### config.mk
export PLATFORM = sky130hd
export DESIGN_NAME = mrst_ctrl
export DESIGN_NICKNAME = d
export VERILOG_FILES = /design/src/rtl/core/assert_macros.svh /design/src/rtl/core/mrst_pkg.sv /design/src/rtl/core/mrst_ctrl.sv
export SDC_FILE = /design/constraint.sdc
export NUM_CORES = 1
export LEC_CHECK = 0
export BUFFER_PORTS_ARGS = -buffer_cell sky130_fd_sc_hd__buf_4
export CAP_MARGIN = 5
export CORE_AREA = 4 4 41 43
export DETAILED_ROUTE_END_ITERATION = 7
export DIE_AREA = 0 0 45 47
export HOLD_SLACK_MARGIN = 0.02
export PLACE_DENSITY = 0.54
export SYNTH_ARGS = -nofsm -noshare
export SYNTH_HDL_FRONTEND = slang
export SYNTH_SLANG_ARGS = --single-unit
### constraint.sdc
create_clock -name clk -period 3 [get_ports clk]
set_input_delay 0 -clock clk [delete_from_list [all_inputs] [get_ports clk]]
set_output_delay 0 -clock clk [all_outputs]
set_load 0.03 [all_outputs]
### src/rtl/core/assert_macros.svh
`ifndef ASSERT_MACROS_SVH
`define ASSERT_MACROS_SVH

// Same-cycle implication, sampled on clk, off while rst_n is low
`define ASSERT_IMPL(label, ante, cons, msg) \
    label: assert property (@(posedge clk) disable iff (!rst_n) (ante) |-> (cons)) \
        else $error(msg);

// Next-cycle implication, sampled on clk, off while rst_n is low
`define ASSERT_NEXT(label, ante, cons, msg) \
    label: assert property (@(posedge clk) disable iff (!rst_n) (ante) |=> (cons)) \
        else $error(msg);

`endif

### src/rtl/core/mrst_pkg.sv
`default_nettype none

package mrst_pkg;

    // Request field widths
    localparam int CMD_W      = 3;
    localparam int ADDR_W     = 16;
    localparam int DATA_W     = 16;
    localparam int PAGE_W     = 2;
    localparam int SEGNUM_W   = 8;
    localparam int BYTE_W     = 8;

    // CPU address split: page select on top, offset below
    localparam int OFFSET_W   = 14;
    localparam int NUM_PAGES  = 4;

    localparam int SEGMENT_COUNT_DEF = 16;

    // Status codes
    localparam logic STATUS_DONE   = 1'b0;
    localparam logic STATUS_REJECT = 1'b1;

    typedef enum logic [CMD_W-1:0] {
        CMD_RD_BYTE = 3'd0,
        CMD_WR_BYTE = 3'd1,
        CMD_RD_WORD = 3'd2,
        CMD_WR_WORD = 3'd3,
        CMD_SET_SEG = 3'd4
    } command_t;

    typedef enum logic [2:0] {
        ST_IDLE,
        ST_EXEC,
        ST_RD_HI,
        ST_CAP_LO,
        ST_CAP_HI,
        ST_WR_HI,
        ST_RESP
    } state_t;

    // Controller to datapath
    typedef struct packed {
        logic capture;   // latch incoming request
        logic mem_rd;    // read store at current address
        logic mem_wr;    // write store at current address
        logic use_hi;    // second byte: offset + 1, high data byte
        logic cap_lo;    // take read byte as low result byte
        logic cap_hi;    // take read byte as high result byte
        logic seg_set;   // apply set-segment request
        logic load_out;  // move result into output register
    } ctrl_t;

    // Datapath to controller
    typedef struct packed {
        logic [CMD_W-1:0] cmd;
    } dp_status_t;

endpackage

`default_nettype wire

### src/rtl/core/mrst_ctrl.sv
`default_nettype none

module mrst_ctrl
(
    input  wire logic                clk,
    input  wire logic                rst_n,
    input  wire logic                in_valid,
    output logic                     in_ready,
    output logic                     out_valid,
    input  wire logic                out_ready,
    input  wire mrst_pkg::dp_status_t dp_stat,
    output mrst_pkg::ctrl_t          ctrl
);

    mrst_pkg::state_t state_reg;
    mrst_pkg::state_t state_next;
    logic             out_valid_reg;
    logic             out_valid_next;

    // State and output-valid registers
    always_ff @(posedge clk or negedge rst_n)
    begin
        if (!rst_n)
        begin
            state_reg     <= mrst_pkg::ST_IDLE;
            out_valid_reg <= 1'b0;
        end
        else
        begin
            state_reg     <= state_next;
            out_valid_reg <= out_valid_next;
        end
    end

    // Next state and commands
    always_comb
    begin
        state_next = state_reg;
        ctrl       = '0;
        in_ready   = 1'b0;

        unique case (state_reg)
            mrst_pkg::ST_IDLE:
            begin
                in_ready     = 1'b1;
                ctrl.capture = in_valid;
                if (in_valid)
                begin
                    state_next = mrst_pkg::ST_EXEC;
                end
            end
            mrst_pkg::ST_EXEC:
            begin
                unique case (dp_stat.cmd)
                    mrst_pkg::CMD_RD_BYTE:
                    begin
                        ctrl.mem_rd = 1'b1;
                        state_next  = mrst_pkg::ST_CAP_LO;
                    end
                    mrst_pkg::CMD_RD_WORD:
                    begin
                        ctrl.mem_rd = 1'b1;
                        state_next  = mrst_pkg::ST_RD_HI;
                    end
                    mrst_pkg::CMD_WR_BYTE:
                    begin
                        ctrl.mem_wr = 1'b1;
                        state_next  = mrst_pkg::ST_RESP;
                    end
                    mrst_pkg::CMD_WR_WORD:
                    begin
                        ctrl.mem_wr = 1'b1;
                        state_next  = mrst_pkg::ST_WR_HI;
                    end
                    mrst_pkg::CMD_SET_SEG:
                    begin
                        ctrl.seg_set = 1'b1;
                        state_next   = mrst_pkg::ST_RESP;
                    end
                    default:
                    begin
                        // unused codes: plain done
                        state_next = mrst_pkg::ST_RESP;
                    end
                endcase
            end
            mrst_pkg::ST_RD_HI:
            begin
                // low byte lands now, fetch the high one
                ctrl.cap_lo = 1'b1;
                ctrl.mem_rd = 1'b1;
                ctrl.use_hi = 1'b1;
                state_next  = mrst_pkg::ST_CAP_HI;
            end
            mrst_pkg::ST_CAP_LO:
            begin
                ctrl.cap_lo = 1'b1;
                state_next  = mrst_pkg::ST_RESP;
            end
            mrst_pkg::ST_CAP_HI:
            begin
                ctrl.cap_hi = 1'b1;
                state_next  = mrst_pkg::ST_RESP;
            end
            mrst_pkg::ST_WR_HI:
            begin
                ctrl.mem_wr = 1'b1;
                ctrl.use_hi = 1'b1;
                state_next  = mrst_pkg::ST_RESP;
            end
            mrst_pkg::ST_RESP:
            begin
                // wait for output register to free up
                if (!out_valid_reg || out_ready)
                begin
                    ctrl.load_out = 1'b1;
                    state_next    = mrst_pkg::ST_IDLE;
                end
            end
            default:
            begin
                state_next = mrst_pkg::ST_IDLE;
            end
        endcase
    end

    // Output valid: set on load, cleared when taken
    always_comb
    begin
        out_valid_next = out_valid_reg;
        if (ctrl.load_out)
        begin
            out_valid_next = 1'b1;
        end
        else if (out_ready)
        begin
            out_valid_next = 1'b0;
        end
    end

    assign out_valid = out_valid_reg;

endmodule

`default_nettype wire

# [After elaboration in Yosys (flattened, before gate mapping)]
# Cells that the tools add are included.
[op_classes] reduce_logical=11 n_eq_ne=12 mux=19
[op_table] operator="$pmux W3 S5" count=1
[op_table] operator="$mux W1" count=13
[op_table] operator="$eq A3 B2 Y1 const B" count=4
[op_table] operator="$eq A3 B3 Y1 const B" count=4
[op_table] operator="$pmux W3 S3" count=1
[op_table] operator="$reduce_or A2 Y1" count=4
[op_table] operator="$eq A3 B1 Y1 const B" count=2
[op_table] operator="$logic_not A3 Y1" count=2
[op_table] operator="$mux W3" count=2
[op_table] operator="$ne A2 B2 Y1 const B" count=2
[op_table] operator="$pmux W1 S2" count=2
[op_table] operator="$reduce_or A3 Y1" count=1
[op_table] operator="$reduce_and A2 Y1" count=1
[op_table] operator="$reduce_bool A2 Y1" count=1
[op_table] operator="$logic_not A1 Y1" count=1
[op_table] operator="$logic_or A1 B1 Y1" count=1
[word_totals] inputBits=7 register_bits=4 wordCells=44

# [Logic depth before layout (Yosys ltp)]
[logic_depth] word_depth=5 mapped_depth=4

# [Worst setup path after synthesis]
# OpenSTA, ideal clock, no wires.
[synth_timing] kind="register to output" startpoint="register state_reg[2]" endpoint="output ctrl[1] (netlist bit)" required_time_ps=3000 setup_slack_ps=1266 arrival_time_ps=1734 path_stages_with_launch=4 path_cell_list="dfrtp_1 buf_2 or2_1 nor4_1"
[synth_rtl] item="from (decl)" line="mrst_ctrl.sv:15" source="mrst_pkg::state_t state_reg;"
[synth_rtl] item="from (signal assigned)" line="mrst_ctrl.sv:25" source="state_reg <= mrst_pkg::ST_IDLE;"
[synth_rtl] item="from (signal assigned)" line="mrst_ctrl.sv:30" source="state_reg <= state_next;"
[synth_rtl] item="to (decl)" line="mrst_ctrl.sv:12" source="output mrst_pkg::ctrl_t ctrl"

==> run metrics <==
outcome finished clean; reg-to-reg slack, setup 1.91 ns; cell taking the most area after synthesis dfrtp_1; post-synthesis register bit count 4; max cap viols 0; sequential area share after synthesis 0.2974; Worst EP arrival 1.60 ns; die footprint 2115 sq um; Fill cells 152; DR DRC count 0; crit-path max FO 12; worst skew pair latency between 0.2 and 0.25 ns; fin crit share 0.5331; Tot Pwr 515.9 uW; Post-synth ARST share 1.000; DP HPWL 619.9 um; critical-path cell list or4b_1 > a21oi_1 > buf_4; die span in y 47 um; Net Count, Synth 46; Worst EP required ~3 ns; Final Max Slew Viols 0; Detail Route Antenna Nets 0; DR pass1 iterations 4; Rows 13; layout cells sized above 1 0.3571; Via-to-Cell Ratio 4.775; # port buffers 16; Ant. Diodes 0; Reg2Reg Depth 2; Root Buffer clkbuf_4; Starting Density 0.2587; final core utilization 0.3808; commonest register cell after synthesis dfrtp_1; max frequency about 0.63 GHz; Worst-Margin Slew 0.3502 ns; CP endpoint kind primary output; Synth Warn # 0; Worst path top cell family by delay simple AND/OR/NAND/NOR gates; Final Wtd Congestion between 0.6 and 0.7; setup TNS 0 ns; Layout Skew 0.001784 ns; number of flops mapped to enable cells by yosys 0; Worst R2R End state_reg[2]; Synth Instances 39; post-CTS setup buffer count 0; Largest register FFs 3; CP max stage cell or4b_1; Crit path largest cell delay between 0.5 and 0.6 ns; routed vias 339; Final setup viols 0; total CTS buffers 3; maximum VDD drop just under 0.4 mV; Synth cell types 27; Hold Path Class in2async; Slew headroom 0.7666; grt total ovfl 0; initial DRC count 7; final wirelength 820 um; Final Hold Viols 0; final net count 65; critical path depth 3; total track usage 0.09509; placed inst area 452.9 sq um; Resized Gates After CTS 0; Critical Path Start Type register; Max H-tree Level 1; Post-Syn Area per Cell roughly 8.6 sq um; clk sink count 4; CP bufs+invs 1; synthesis-to-finish area growth 47.21%; Max clock buf depth 2; Clock transition at path regs 0.04 ns; Pwr Density 1041 nW/um^2; initial antenna violation count 0; post-route design area 495.5 sq um; RSZ-0062 raised after global routing no; chip width 45 um; I/O pins 17; P_leak 0.0002343 uW; synthesized cell area 336.6 sq um; largest cells by area after synthesis dfrtp_1 30%, nand2b_1 5.6%, a21oi_1 4.5%, buf_2 4.5%, nor4b_2 4.5%; count leader, synth dfrtp_1; vias in the first global route 338; Yosys top cell area share 0.2974; Wirelength per Cell 11.55 um; critical register-to-register path startpoint state_reg[2]; fin crit period 1.599 ns; CP Class reg2out; commonest cells in the synthesized netlist 4 x dfrtp_1, 3 x a21oi_1, 3 x buf_2, 3 x inv_1, 3 x nand2b_1; Worst Hold Slack 0.09528 ns; pin count of the biggest net entering global routing 14; Core Box Area 1301 sq um; CTS tree built; global-route wire length before repair 1407 um
==> cell families (layout without fill, tap and decap cells) <==
kind of cell / Yosys count / after routing / share of synthesized area
xor gates and xnor gates: 1 / 1 / 0.02603
DFF: 4 / 4 / 0.2974
muxes: 1 / 1 / 0.02974
AOI/OAI and AO/OA: 8 / 8 / 0.1561
buffers and inverters: 7 / 24 / 0.1004
and+or+nand+nor: 18 / 18 / 0.3904
==> layer usage <==
layer	up-vias	share of wire	global-route usage	routed length, um
met5	-	0	0	0
met4	0	0.032	0.1053	26
met3	4	0.067	0.01533	55
met2	11	0.50	0.1441	410
met1	152	0.40	0.1078	328
li1	172	-	-	-
==> cell type report <==
cell class                 count  area [sq um]  share of cell area
tap                           15         18.77             0.03788
multi-input combinational     28         202.7              0.4091
clock buffer                   3         22.52             0.04545
inverter                       3         11.26             0.02273
timing repair buffer          18         140.1              0.2828
sequential                     4         100.1              0.2020
==> how the worst max path moves through the flow <==
stage	slack (ns)	from	to
3_3_place_gp	1.66	state_reg[1]	ctrl[6]
5_1_grt	1.29	state_reg[1]	ctrl[6]
4_1_cts	1.39	state_reg[1]	ctrl[6]
6_report	1.40	state_reg[1]	ctrl[6]
2_1_floorplan	1.27	state_reg[2]	ctrl[1]
3_5_place_dp	1.65	state_reg[1]	ctrl[6]
==> placed cells by master (no fill, tap or decap) <==
cell,count
a21o_1,1
a21oi_1,3
buf_4,16
clkbuf_4,3
dfrtp_1,4
dlygate4sd3_1,2
inv_1,3
mux2i_1,1
nand2_1,2
nand2b_1,3
nand3b_1,1
nand4bb_1,1
nor2_1,1
nor2b_1,1
nor3_1,1
nor3b_1,1
nor4_1,1
nor4b_1,1
nor4b_2,1
nor4bb_1,1
o21a_1,1
o21ai_0,1
o221ai_1,1
o22a_1,1
or2_1,1
or2b_1,1
or4b_1,1
xnor2_1,1
==> per-stage QoR <==
stage,instances,worst slack (ns)
after floorplan,39,1.266
after global placement,66,1.660
after detailed placement,66,1.650
after CTS,71,1.388
after global routing,71,1.292
final,71,1.401
==> worst reg2reg max path, cell delays in order (launching register included) <==
cell	delay (ns)
dfrtp_1	0.49
or2_1	0.32
o22a_1	0.17
==> power breakdown <==
part | switching (uW) | internal [uW]
Sequential | 59.6 | 78.4
Combinational | 178 | 134
Clock | 20.6 | 44.7
Total | 258 | 257
==> timing repair <==
| action | CTS | global route |
|---|---|---|
| hold buffers | 2 | 0 |
| hold endpoints to repair | 5 | 0 |
| setup endpoints to repair | 0 | 0 |
Power figures use the tool's default switching activity.
